<file path="config.mk">
export PLATFORM = sky130hd
export DESIGN_NAME = console_line_formatter_top
export DESIGN_NICKNAME = d
export VERILOG_FILES = /design/src/clf_pkg.sv /design/src/console_line_formatter_top.sv /design/src/clf_front.sv /design/src/clf_queue.sv /design/src/clf_back.sv
export SDC_FILE = /design/constraint.sdc
export NUM_CORES = 1
export LEC_CHECK = 0
export CORE_ASPECT_RATIO = 0.9
export CORE_MARGIN = 5
export CORE_UTILIZATION = 55
export DETAILED_ROUTE_END_ITERATION = 10
export DONT_BUFFER_PORTS = 1
export GPL_TIMING_DRIVEN = 1
export MAX_ROUTING_LAYER = met4
export PLACE_DENSITY = 0.7
export SYNTH_ARGS = -nofsm -noshare
export SYNTH_HDL_FRONTEND = slang
export SYNTH_HIERARCHICAL = 1
export SYNTH_SLANG_ARGS = --single-unit
</file>
<file path="constraint.sdc">
create_clock -name clk -period 8.6 [get_ports clk]
set_input_delay 0.43 -clock clk [delete_from_list [all_inputs] [get_ports clk]]
set_output_delay 0.43 -clock clk [all_outputs]
set_load 0.01 [all_outputs]
</file>
<file path="src/clf_pkg.sv">
`timescale 1ns / 1ps
// Console line formatter: shared types and constants.
// No dependencies; imported by every module of the block.
package clf_pkg;

  localparam int CNT_W = 13;
  localparam logic [CNT_W-1:0] CNT_MAX = 13'h1FFF;

  localparam int QUEUE_DEPTH = 4;
  localparam int QPTR_W = $clog2(QUEUE_DEPTH);

  // configuration register indexes
  localparam logic REG_LINE_COLUMNS = 1'b0;
  localparam logic REG_TAB_WIDTH    = 1'b1;

  // control characters
  localparam logic [7:0] CH_NUL = 8'h00;
  localparam logic [7:0] CH_BEL = 8'h07;
  localparam logic [7:0] CH_BS  = 8'h08;
  localparam logic [7:0] CH_TAB = 8'h09;
  localparam logic [7:0] CH_LF  = 8'h0A;
  localparam logic [7:0] CH_VT  = 8'h0B;
  localparam logic [7:0] CH_FF  = 8'h0C;

  typedef enum logic [3:0] {
    OP_FLUSH,
    OP_NEWLINE,
    OP_ALARM,
    OP_TAB,
    OP_FORMFEED,
    OP_BACKSPACE,
    OP_NUL,
    OP_PRINT,
    OP_IGNORE
  } cmd_op_t;

  typedef struct packed {
    cmd_op_t    op;
    logic [7:0] ch;
  } cmd_t;

  typedef enum logic [2:0] {
    K_WRITE  = 3'd0,
    K_FILL   = 3'd1,
    K_END    = 3'd2,
    K_ALARM  = 3'd3,
    K_NOROOM = 3'd4,
    K_READY  = 3'd5
  } kind_t;

  typedef struct packed {
    kind_t            kind;
    logic [7:0]       column;
    logic [7:0]       payload;
    logic [7:0]       closed_length;
    logic [CNT_W-1:0] lines_buffered;
    logic [CNT_W-1:0] chars_buffered;
  } res_t;

  typedef enum logic [2:0] {
    S_IDLE,
    S_PRE_CLOSE,
    S_OPEN,
    S_DIV,
    S_ACT,
    S_CHECK,
    S_READY,
    S_EMIT
  } back_state_t;

endpackage

</file>
<file path="src/console_line_formatter_top.sv">
`timescale 1ns / 1ps
// Console line formatter top level: configuration registers, front end,
// command queue and back end. Uses clf_pkg, clf_front, clf_queue, clf_back.
//
// Console characters (or a flush request) come in on the slave stream and
// leave as line-building commands on the master stream, zero to three per
// item, the last one flagged by tlast. The front end takes one item per
// cycle, while the queue has room, into a four-entry command queue; the
// back end sequencer sets the pace: it fetches a command, runs its
// close/open/act steps, then a check step (a buffer-ready step for a flush,
// none when a line cannot be opened for lack of room), then hands each
// result to the output register while it is not stalled and finishes. A tab
// adds a bit-serial remainder step against the tab width. Configuration
// writes must be made only while the block is idle; the block itself does
// not enforce this.
module console_line_formatter_top import clf_pkg::*; #(
  parameter int BUFFER_ROOM       = 4000,
  parameter int LINE_HEADER_BYTES = 12
) (
  input  logic        clk,
  input  logic        rst,
  input  logic        cfg_we,
  input  logic        cfg_index,
  input  logic [7:0]  cfg_data,
  input  logic        s_axis_tvalid,
  output logic        s_axis_tready,
  input  logic [7:0]  s_axis_tdata,   // [7:0] char_code
  input  logic        s_axis_tuser,   // [0] operation
  input  logic        s_axis_tlast,   // message_end
  output logic        m_axis_tvalid,
  input  logic        m_axis_tready,
  output logic [55:0] m_axis_tdata,   // [7:0] column, [15:8] payload, [23:16] closed_length,
                                      // [36:24] lines_buffered, [49:37] chars_buffered
  output logic [2:0]  m_axis_tuser,   // [2:0] kind
  output logic        m_axis_tlast    // last
);

  logic [7:0] line_columns;
  logic [7:0] tab_width;
  logic       push;
  cmd_t       push_cmd;
  logic       q_ready;
  logic       q_pop;
  logic       q_valid;
  cmd_t       q_cmd;
  res_t       out_res;

  always_ff @(posedge clk) begin
    if (rst) begin
      line_columns <= 8'd80;
      tab_width    <= 8'd8;
    end else if (cfg_we) begin
      unique case (cfg_index)
        REG_LINE_COLUMNS: line_columns <= cfg_data;
        REG_TAB_WIDTH:    tab_width    <= cfg_data;
        default: ;
      endcase
    end
  end

  clf_front u_front (
    .clk         (clk),
    .rst         (rst),
    .in_valid    (s_axis_tvalid),
    .in_ready    (s_axis_tready),
    .operation   (s_axis_tuser),
    .char_code   (s_axis_tdata),
    .message_end (s_axis_tlast),
    .push        (push),
    .push_cmd    (push_cmd),
    .q_ready     (q_ready)
  );

  clf_queue u_queue (
    .clk        (clk),
    .rst        (rst),
    .push       (push),
    .push_cmd   (push_cmd),
    .push_ready (q_ready),
    .pop        (q_pop),
    .pop_valid  (q_valid),
    .pop_cmd    (q_cmd)
  );

  clf_back #(
    .BUFFER_ROOM       (BUFFER_ROOM),
    .LINE_HEADER_BYTES (LINE_HEADER_BYTES)
  ) u_back (
    .clk          (clk),
    .rst          (rst),
    .line_columns (line_columns),
    .tab_width    (tab_width),
    .q_valid      (q_valid),
    .q_cmd        (q_cmd),
    .q_pop        (q_pop),
    .out_valid    (m_axis_tvalid),
    .out_ready    (m_axis_tready),
    .out_res      (out_res),
    .out_last     (m_axis_tlast)
  );

  assign m_axis_tdata = {6'b0, out_res.chars_buffered, out_res.lines_buffered,
                         out_res.closed_length, out_res.payload, out_res.column};
  assign m_axis_tuser = out_res.kind;

endmodule

</file>
<file path="src/clf_front.sv">
`timescale 1ns / 1ps
// Console line formatter front end: takes input items, tracks message skipping
// after NUL and classifies each character into a command. Uses clf_pkg.
module clf_front import clf_pkg::*; (
  input  logic       clk,
  input  logic       rst,
  input  logic       in_valid,
  output logic       in_ready,
  input  logic       operation,
  input  logic [7:0] char_code,
  input  logic       message_end,
  output logic       push,
  output cmd_t       push_cmd,
  input  logic       q_ready
);

  logic    skipping;
  logic    skipping_next;
  logic    accept;
  cmd_op_t char_op;

  assign in_ready = q_ready;
  assign accept   = in_valid && q_ready;

  always_comb begin
    char_op = OP_IGNORE;
    unique case (char_code)
      CH_NUL: char_op = OP_NUL;
      CH_BEL: char_op = OP_ALARM;
      CH_BS:  char_op = OP_BACKSPACE;
      CH_TAB: char_op = OP_TAB;
      CH_LF:  char_op = OP_NEWLINE;
      CH_VT:  char_op = OP_FORMFEED;
      CH_FF:  char_op = OP_FORMFEED;
      default: begin
        if ((char_code >= 8'h20 && char_code <= 8'h7E) || char_code >= 8'hA0) begin
          char_op = OP_PRINT;
        end
      end
    endcase
  end

  always_comb begin
    push_cmd.op   = operation ? OP_FLUSH : char_op;
    push_cmd.ch   = char_code;
    push          = accept && (operation || !skipping);
    skipping_next = skipping;
    if (accept && !operation) begin
      if (skipping) begin
        if (message_end) begin
          skipping_next = 1'b0;
        end
      end else if (char_op == OP_NUL) begin
        skipping_next = !message_end;
      end
    end
  end

  always_ff @(posedge clk) begin
    if (rst) begin
      skipping <= 1'b0;
    end else begin
      skipping <= skipping_next;
    end
  end

endmodule

</file>
<file path="src/clf_queue.sv">
`timescale 1ns / 1ps
// Console line formatter command queue: a short register FIFO between the
// front and back ends. Uses clf_pkg.
module clf_queue import clf_pkg::*; (
  input  logic clk,
  input  logic rst,
  input  logic push,
  input  cmd_t push_cmd,
  output logic push_ready,
  input  logic pop,
  output logic pop_valid,
  output cmd_t pop_cmd
);

  cmd_t              slots [QUEUE_DEPTH];
  logic [QPTR_W-1:0] wr_ptr;
  logic [QPTR_W-1:0] rd_ptr;
  logic [QPTR_W:0]   count;
  logic              do_push;
  logic              do_pop;

  assign push_ready = count != (QPTR_W + 1)'(QUEUE_DEPTH);
  assign pop_valid  = count != '0;
  assign pop_cmd    = slots[rd_ptr];
  assign do_push    = push && push_ready;
  assign do_pop     = pop && pop_valid;

  always_ff @(posedge clk) begin
    if (do_push) begin
      slots[wr_ptr] <= push_cmd;
    end
  end

  always_ff @(posedge clk) begin
    if (rst) begin
      wr_ptr <= '0;
      rd_ptr <= '0;
      count  <= '0;
    end else begin
      if (do_push) begin
        wr_ptr <= wr_ptr + 1'b1;
      end
      if (do_pop) begin
        rd_ptr <= rd_ptr + 1'b1;
      end
      if (do_push && !do_pop) begin
        count <= count + 1'b1;
      end else if (do_pop && !do_push) begin
        count <= count - 1'b1;
      end
    end
  end

endmodule

</file>
<file path="src/clf_back.sv">
`timescale 1ns / 1ps
// Console line formatter back end: sequences each command over line state and
// buffer counters, collects its results and drives the output register. Uses clf_pkg.
module clf_back import clf_pkg::*; #(
  parameter int BUFFER_ROOM       = 4000,
  parameter int LINE_HEADER_BYTES = 12
) (
  input  logic       clk,
  input  logic       rst,
  input  logic [7:0] line_columns,
  input  logic [7:0] tab_width,
  input  logic       q_valid,
  input  cmd_t       q_cmd,
  output logic       q_pop,
  output logic       out_valid,
  input  logic       out_ready,
  output res_t       out_res,
  output logic       out_last
);

  localparam int SUM_W = 15;

  back_state_t      state, state_next;
  cmd_t             cmd, cmd_next;
  logic             line_open, line_open_next;
  logic [7:0]       line_len, line_len_next;
  logic [CNT_W-1:0] used, used_next;
  logic [CNT_W-1:0] lines, lines_next;
  logic [CNT_W-1:0] chars, chars_next;
  logic [7:0]       spaces, spaces_next;
  logic             ff_open, ff_open_next;
  logic [7:0]       rem, rem_next;
  logic [7:0]       dvd, dvd_next;
  logic [2:0]       div_cnt, div_cnt_next;
  res_t             res [3];
  res_t             res_next [3];
  logic [1:0]       res_cnt, res_cnt_next;
  logic [1:0]       emit_idx, emit_idx_next;
  logic             out_valid_next;
  res_t             out_res_next;
  logic             out_last_next;

  logic             do_close;
  logic             emit_en;
  res_t             emit_item;
  logic [7:0]       tw_eff;
  logic [7:0]       reserve;
  logic [SUM_W-1:0] room_need;
  logic             no_room;
  logic [SUM_W-1:0] close_sum;
  logic [CNT_W:0]   chars_sum;
  logic [8:0]       div_trial;
  logic [8:0]       tab_target;
  logic [7:0]       tab_len;

  assign tw_eff    = (tab_width == 8'd0) ? 8'd1 : tab_width;
  assign reserve   = (cmd.op == OP_NEWLINE) ? 8'd0 : line_columns;
  assign room_need = SUM_W'(used) + SUM_W'(LINE_HEADER_BYTES) + SUM_W'(reserve);
  assign no_room   = room_need > SUM_W'(BUFFER_ROOM);
  assign close_sum = SUM_W'(used) + SUM_W'(LINE_HEADER_BYTES) + SUM_W'(line_len);
  assign chars_sum = (CNT_W + 1)'(chars) + (CNT_W + 1)'(line_len);
  assign div_trial = {rem, dvd[7]};
  assign tab_target = {1'b0, line_len} - {1'b0, rem} + {1'b0, tw_eff};
  assign tab_len    = (tab_target > {1'b0, line_columns}) ? line_columns : tab_target[7:0];

  always_comb begin
    state_next     = state;
    cmd_next       = cmd;
    line_open_next = line_open;
    line_len_next  = line_len;
    used_next      = used;
    lines_next     = lines;
    chars_next     = chars;
    spaces_next    = spaces;
    ff_open_next   = ff_open;
    rem_next       = rem;
    dvd_next       = dvd;
    div_cnt_next   = div_cnt;
    res_next       = res;
    res_cnt_next   = res_cnt;
    emit_idx_next  = emit_idx;
    out_valid_next = out_valid && !out_ready;
    out_res_next   = out_res;
    out_last_next  = out_last;
    q_pop          = 1'b0;
    do_close       = 1'b0;
    emit_en        = 1'b0;
    emit_item      = '0;

    unique case (state)
      S_IDLE: begin
        if (q_valid) begin
          q_pop         = 1'b1;
          cmd_next      = q_cmd;
          res_cnt_next  = '0;
          emit_idx_next = '0;
          spaces_next   = line_len;
          ff_open_next  = line_open;
          dvd_next      = line_len;
          rem_next      = '0;
          div_cnt_next  = '0;
          case (q_cmd.op) inside
            OP_FLUSH, OP_NUL: state_next = S_PRE_CLOSE;
            OP_FORMFEED:      state_next = line_open ? S_PRE_CLOSE : S_OPEN;
            OP_NEWLINE, OP_PRINT: state_next = line_open ? S_ACT : S_OPEN;
            OP_TAB:           state_next = line_open ? S_DIV : S_OPEN;
            default:          state_next = S_ACT;
          endcase
        end
      end
      S_PRE_CLOSE: begin
        do_close = line_open;
        if (cmd.op == OP_FLUSH) begin
          state_next = S_READY;
        end else if (cmd.op == OP_FORMFEED) begin
          state_next = S_OPEN;
        end else begin
          state_next = S_CHECK;
        end
      end
      S_OPEN: begin
        if (no_room) begin
          emit_en        = 1'b1;
          emit_item.kind = K_NOROOM;
          state_next     = S_EMIT;
        end else begin
          line_open_next = 1'b1;
          line_len_next  = '0;
          dvd_next       = '0;
          rem_next       = '0;
          div_cnt_next   = '0;
          state_next     = (cmd.op == OP_TAB) ? S_DIV : S_ACT;
        end
      end
      S_DIV: begin
        // one remainder bit per cycle, line length modulo tab width
        if (div_trial >= {1'b0, tw_eff}) begin
          rem_next = 8'(div_trial - {1'b0, tw_eff});
        end else begin
          rem_next = div_trial[7:0];
        end
        dvd_next     = {dvd[6:0], 1'b0};
        div_cnt_next = div_cnt + 1'b1;
        if (div_cnt == 3'd7) begin
          state_next = S_ACT;
        end
      end
      S_ACT: begin
        case (cmd.op)
          OP_NEWLINE: do_close = 1'b1;
          OP_ALARM: begin
            emit_en        = 1'b1;
            emit_item.kind = K_ALARM;
          end
          OP_TAB: begin
            if (line_len < line_columns) begin
              emit_en           = 1'b1;
              emit_item.kind    = K_FILL;
              emit_item.column  = line_len;
              emit_item.payload = tab_len - line_len;
              line_len_next     = tab_len;
            end
          end
          OP_FORMFEED: begin
            if (ff_open) begin
              if (spaces != 8'd0) begin
                emit_en           = 1'b1;
                emit_item.kind    = K_FILL;
                emit_item.payload = spaces;
              end
              line_len_next = spaces;
            end else begin
              do_close = 1'b1;
            end
          end
          OP_BACKSPACE: begin
            if (line_open && line_len != 8'd0) begin
              line_len_next = line_len - 1'b1;
            end
          end
          OP_PRINT: begin
            emit_en           = 1'b1;
            emit_item.kind    = K_WRITE;
            emit_item.column  = line_len;
            emit_item.payload = cmd.ch;
            if (line_len != 8'hFF) begin
              line_len_next = line_len + 1'b1;
            end
          end
          default: ;
        endcase
        state_next = S_CHECK;
      end
      S_CHECK: begin
        do_close   = line_open && (line_len >= line_columns);
        state_next = S_EMIT;
      end
      S_READY: begin
        if (lines != '0) begin
          emit_en                  = 1'b1;
          emit_item.kind           = K_READY;
          emit_item.lines_buffered = lines;
          emit_item.chars_buffered = chars;
          used_next                = '0;
          lines_next               = '0;
          chars_next               = '0;
        end
        state_next = S_EMIT;
      end
      S_EMIT: begin
        if (emit_idx == res_cnt) begin
          state_next = S_IDLE;
        end else if (!out_valid || out_ready) begin
          out_valid_next = 1'b1;
          out_res_next   = res[emit_idx];
          out_last_next  = (emit_idx == res_cnt - 1'b1);
          emit_idx_next  = emit_idx + 1'b1;
        end
      end
      default: state_next = S_IDLE;
    endcase

    if (do_close) begin
      emit_en                 = 1'b1;
      emit_item.kind          = K_END;
      emit_item.closed_length = line_len;
      used_next  = (close_sum > SUM_W'(CNT_MAX)) ? CNT_MAX : close_sum[CNT_W-1:0];
      lines_next = (lines == CNT_MAX) ? lines : lines + 1'b1;
      chars_next = (chars_sum > (CNT_W + 1)'(CNT_MAX)) ? CNT_MAX : chars_sum[CNT_W-1:0];
      line_open_next = 1'b0;
      line_len_next  = '0;
    end

    if (emit_en) begin
      res_next[res_cnt] = emit_item;
      res_cnt_next      = res_cnt + 1'b1;
    end
  end

  always_ff @(posedge clk) begin
    if (rst) begin
      state     <= S_IDLE;
      line_open <= 1'b0;
      line_len  <= '0;
      used      <= '0;
      lines     <= '0;
      chars     <= '0;
      res_cnt   <= '0;
      emit_idx  <= '0;
      out_valid <= 1'b0;
    end else begin
      state     <= state_next;
      line_open <= line_open_next;
      line_len  <= line_len_next;
      used      <= used_next;
      lines     <= lines_next;
      chars     <= chars_next;
      res_cnt   <= res_cnt_next;
      emit_idx  <= emit_idx_next;
      out_valid <= out_valid_next;
    end
  end

  always_ff @(posedge clk) begin
    cmd      <= cmd_next;
    spaces   <= spaces_next;
    ff_open  <= ff_open_next;
    rem      <= rem_next;
    dvd      <= dvd_next;
    div_cnt  <= div_cnt_next;
    res      <= res_next;
    out_res  <= out_res_next;
    out_last <= out_last_next;
  end

endmodule

</file>
[Word level (Yosys, flattened, before mapping)]
Memories as Yosys holds them, arrays and structs flattened. A register that Yosys moved wholly into a read port is not among the register bits.
Index checks and enable logic that the tools add are counted.
Word-level totals
  register bits: 333
  bits in latches: 0
  memory bits (writable): 48
  bits in read-only memories: 0
  output and inout port bits: 62
  memories kept: 1
Memory list
  u_queue.slots: depth 4, width 12, rd ports 1, clocked after Yosys merged registers in 1, wr ports 1, RTL line clf_queue.sv:15  | cmd_t slots [QUEUE_DEPTH];
Cells by class
  $add $sub $neg: 19
  multiply operators: 0
  div/mod/pow operators: 0
  magnitude comparators: 13
  equal/unequal tests: 43
  shift operators: 0
  muxes and demuxes: 97
  bitwise logic cells: 5
  reduce and logical (&&, ||, !) cells: 57
Operator list (number)
  bitwise mux 159 bit: 1
  2-to-1 mux 53 bit: 3
  2-to-1 mux 8 bit: 14
  binary-select mux 53 bit (select 2 bit): 1
  demux 53 bit (select 2 bit): 1
  2-to-1 mux 13 bit: 8
  one-hot mux 8 bit (3 select lines): 3
  2-to-1 mux 3 bit: 19
  2-to-1 mux 26 bit: 2
  equality test 8 x 4 -> 1 bit, second input constant: 5
  one-hot mux 8 bit (2 select lines): 2
  one-hot mux 8 bit (4 select lines): 1
  adder 15 x 8 -> 15 bit: 2
  equality test 4 x 3 -> 1 bit, second input constant: 7
  one-hot mux 3 bit (3 select lines): 3
  one-hot mux 4 bit (6 select lines): 1
  one-hot mux 3 bit (7 select lines): 1
  2-to-1 mux 1 bit: 20
  2-to-1 mux 17 bit: 1
  logical NOT 8 bit: 2
  2-to-1 mux 16 bit: 1
  2-to-1 mux 2 bit: 8
  nonzero test 8 bit: 2
  subtractor 8 bit: 2
  56 further kinds: 124

[Longest topological paths before layout]
  depth in word-level cells: 11
  mapped depth: 31
  depth with buffers taken out: 31

[Modules after synthesis]
The synthesis kept the hierarchy.
By module, submodules not included
  clf_back: instances 1, cells an instance 1437, area an instance 16099.2 um^2
  clf_queue: instances 1, cells an instance 110, area an instance 2220.9 um^2
  console_line_formatter_top: instances 1, cells an instance 72, area an instance 737.0 um^2
  clf_front: instances 1, cells an instance 39, area an instance 290.3 um^2

[Worst setup path before layout]
Ideal clock, no wire load.
  path kind: register to register
  start: register u_back.line_len[1]
  end: register u_back/res[147] (netlist bit), data pin
  arrival: 5.667 ns
  data required time: 8.420 ns
  setup slack: 2.754 ns
  cell stages (with the launch flop): 27
  period minus slack after synthesis: 5.846 ns
  path through: dfxtp_1 > inv_1 > fa_1 > inv_1 > ha_1 > a21o_1 > a21oi_1 > nor2b_1 > o21a_1 > nor2_1 > xnor2_1 > ha_1 > o21a_1 > o211ai_1 > a21oi_1 > o31a_1 > nor2_1 > clkbuf_1 > o21ai_0 > ha_1 > o21ai_0 > a21boi_0 > o21ai_0 > a21oi_1 > xnor2_1 > or4b_1 > o211ai_1
RTL lines
  start: declaration: RTL line clf_back.sv:26  | logic [7:0] line_len, line_len_next;
  start signal: assignment: RTL line clf_back.sv:254  | line_len <= line_len_next;
  end signal: assignment: RTL line clf_back.sv:271  | res <= res_next;
  end: declaration: RTL line clf_back.sv:35  | res_t res [3];

==> key figures <==
Timing
  – Final TNS setup: 0 ns
  – RSZ-0062 raised after global routing: no
  – Tcrit/Tclk final: 0.808
  – Final Hold Fails: 0
  – Final setup viols: 0
  – Slew margin rel.: 0.254
  – Tightest Pin Transition: 1.11 ns
  – Hold_ws: 0.0406 ns
  – Final WS setup: 1.65 ns
  – Minimum clock period: 6.95 ns
  – Max-slew violation count: 0
  – Fmax: 0.144 GHz
  – Setup Skew: 0.0228 ns

Global routing
  – First-pass GRT wire length: 71.0 mm
  – Gr usage total: 0.232
  – Grt total ovfl: 0
  – Vias in the first global route: 12546
  – Initial antenna violation count: 0
  – Pin count of the biggest net entering global routing: 58

Logic synthesis
  – Post-synth cell types: 99
  – Synthesis-stage register bit count: 383
  – Area of the mapped netlist: 19300 um^2
  – Compound-Gate Fraction of Synth Area: 0.125
  – XOR/XNOR Fraction of Synth Area: 0.0257
  – Synth Flop Type: edfxtp_1
  – Largest family of logic cells by synthesized area: simple AND/OR/NAND/NOR gates
  – Commonest cells post-synth: edfxtp_1, nor2_1, nand2_1
  – Average cell area after synthesis: 11.7 um^2
  – EDFF count, synth: 301
  – Cells after synthesis: 1658
  – Top-count cell post-synth: edfxtp_1
  – Synth area leaders: edfxtp_1, dfxtp_1, ha_1
  – Simple logic cell fraction of the synthesized area: 0.127
  – Seq/Total Area, Yosys: 0.552
  – Top cell type's share of synthesized area: 0.467
  – Post-synthesis mux area share: 0.0583
  – Biggest area consumer among synthesized cells: edfxtp_1
  – Synth warnings: 6
  – Adder-Cell Fraction of Synth Area: 0.0744
  – FFs w/ async S/R, synth: 0

Place
  – Detail Placement HPWL: 30.2 mm
  – Port bufs: 0
  – Final Wtd Congestion: 0.966
  – Pre-CTS setup slack: 1.75 ns

Power and ir drop
  – Reg power frac: 0.424
  – Worst vdd ir: 0.182 mV
  – PD cells: 282 nW/um^2
  – Net switching power: 1970 uW
  – Leak Pwr: 0.00735 uW
  – Clock share of power: 0.289
  – Internal Power: 3990 uW
  – Total power draw: 5960 uW
  – Combinational Power Share: 0.287
  – Switching Share: 0.331

Detailed routing
  – DRT iter0 DRCs: 1000
  – DR vias/cell: 6.02
  – Antenna viol nets, final: 0
  – Vias: 12908
  – Final WL: 45.1 mm
  – Drt drc: 0
  – Drt wl/cell: 21.0 um
  – DR pass1 iterations: 5

Critical path
  – Crit Path Max Fanout: 15
  – CP max-delay cell: dfxtp_1
  – CP Capture Type: flop
  – Setup CP Type: reg -> reg
  – Critical path required time: 8.95 ns
  – CP arrival: 7.30 ns
  – Worst setup SP type: flop
  – Crit-path max cell delay: 0.78 ns

Final layout
  – # diodes: 0
  – Syn-to-layout area delta: 9.07%
  – Area of the multi-input gates: 7990 um^2
  – Layout cells sized above 1: 0.0728
  – Utilization after layout: 0.605
  – Fin nets: 1776
  – Layout fillers: 2721
  – Storage element area: 10700 um^2

Floorplan
  – Die Span X: 208 um
  – Die height: 188 um
  – Effective utilization at floorplan: 0.555
  – IO Count: 86
  – Core Region: 34900 um^2
  – Num rows: 65
  – Die area: 39000 um^2

Clock network
  – Clock buffer depth: 3
  – CTS Sinks: 383
  – Clk_lat worst skew: 0.54 ns
  – Post_cts resized: 0
  – Clock slew at reported path FFs: 0.06 ns
  – CTS tree: yes
  – H-Tree Depth: 2
  – TritonCTS Buffers: 40
  – CTS root buffer: clkbuf_16

Worst hold path
  – Hold Crit Class: in -> reg

Flow run
  – MaxCap Viol Count: 0

Status
  – Status: finished, final reports clean
[state kept, by name (all words and copies together), names as in the netlist, 12 cells and up, named ones only]
| signal | cells |
|---|---|
| u_back/chars | 13 |
| u_back/cmd | 12 |
| u_back/lines | 13 |
| u_back/out_res | 53 |
| u_back/res | 159 |
| u_back/used | 13 |
| u_queue/slots | 48 |
[placed cells by master (no fill, tap or decap), drive strengths merged, types with 12 or more instances in the layout]
master and count:
fa 15, nand2b 36, ha 91, or3 18
and2 36, xor2 25, nor3 39, a31oi 20
mux4 12, a21o 16, o21a 20, mux2i 81
edfxtp 301, nand2 121, clkbuf 52, clkinv 16
nand4 16, dfxtp 82, nor4 12, o21ai 114
nor2b 25, nand3 31, a21oi 71, xnor2 31
buf 16, inv 80, nor2 122
[per-stage QoR]
step	area (um^2)	cells
finish	21100	2145
global route	21100	2145
CTS	21100	2145
detailed placement	19700	2062
global placement	19700	2062
floorplan	19400	1663
[cell families (layout without fill, tap and decap cells)]
kind of cell             count (synthesis)  count (layout)
AO/OA/AOI/OAI                          364             364
XOR/XNOR                                56              56
adder cells (fa/ha/maj)                106             106
buffers and inverters                  166             179
flip-flops                             383             383
multiplexers                            95              95
other                                    1               6
AND/OR/NAND/NOR                        487             487
[layer usage]
layer	up-vias	track usage	share of wire
met4	0	0.0503	0.019
met1	6301	0.334	0.47
met2	437	0.360	0.46
met5	-	-	0
met3	68	0.0299	0.057
li1	6102	-	-
[critical path: cells and delay by family, from the launching register on]
kind | cells | cell delay [ns]
compound gates | 13 | 2.39
xor+xnor | 2 | 0.31
fa+ha+maj | 4 | 1.60
buf+inv | 2 | 0.38
flops | 1 | 0.78
simple gates | 4 | 1.30
[power by group through the flow]
stage | registers (uW) | logic [uW] | clock network [uW]
3_5_place_dp | 2560 | 1670 | 0
3_3_place_gp | 2550 | 1640 | 0
5_1_grt | 2550 | 1890 | 1830
2_1_floorplan | 2450 | 1310 | 0
4_1_cts | 2520 | 1690 | 1750
6_report | 2530 | 1710 | 1720
[area by class of cell]
cell class / count / area share
tap: 469 / 0.0278
sequential: 383 / 0.506
timing repair buffer: 26 / 0.0110
clock buffer: 52 / 0.0521
multi-input combinational: 1114 / 0.378
inverter: 81 / 0.0144
clock inverter: 20 / 0.00990
[worst paths after layout]
check	from	cells past startpoint	to	slack (ns)
max	u_back/line_len[1]	25	u_back/res[147]	1.65
min	cfg_data[6]	2	tab_width[6]	0.04
max reg2reg	u_back/line_len[1]	25	u_back/res[147]	1.65
min reg2reg	u_back/lines[10]	2	u_back/lines[10]	0.48
[timing repair]
| item | in CTS | in global routing |
|---|---|---|
| hold buffers | 11 | 0 |
| endpoints found under the setup margin | 0 | 0 |
| hold endpoints to repair | 67 | 0 |
| buffers inserted | 0 | 0 |
Note: power is estimated with default switching activity, not from simulation.
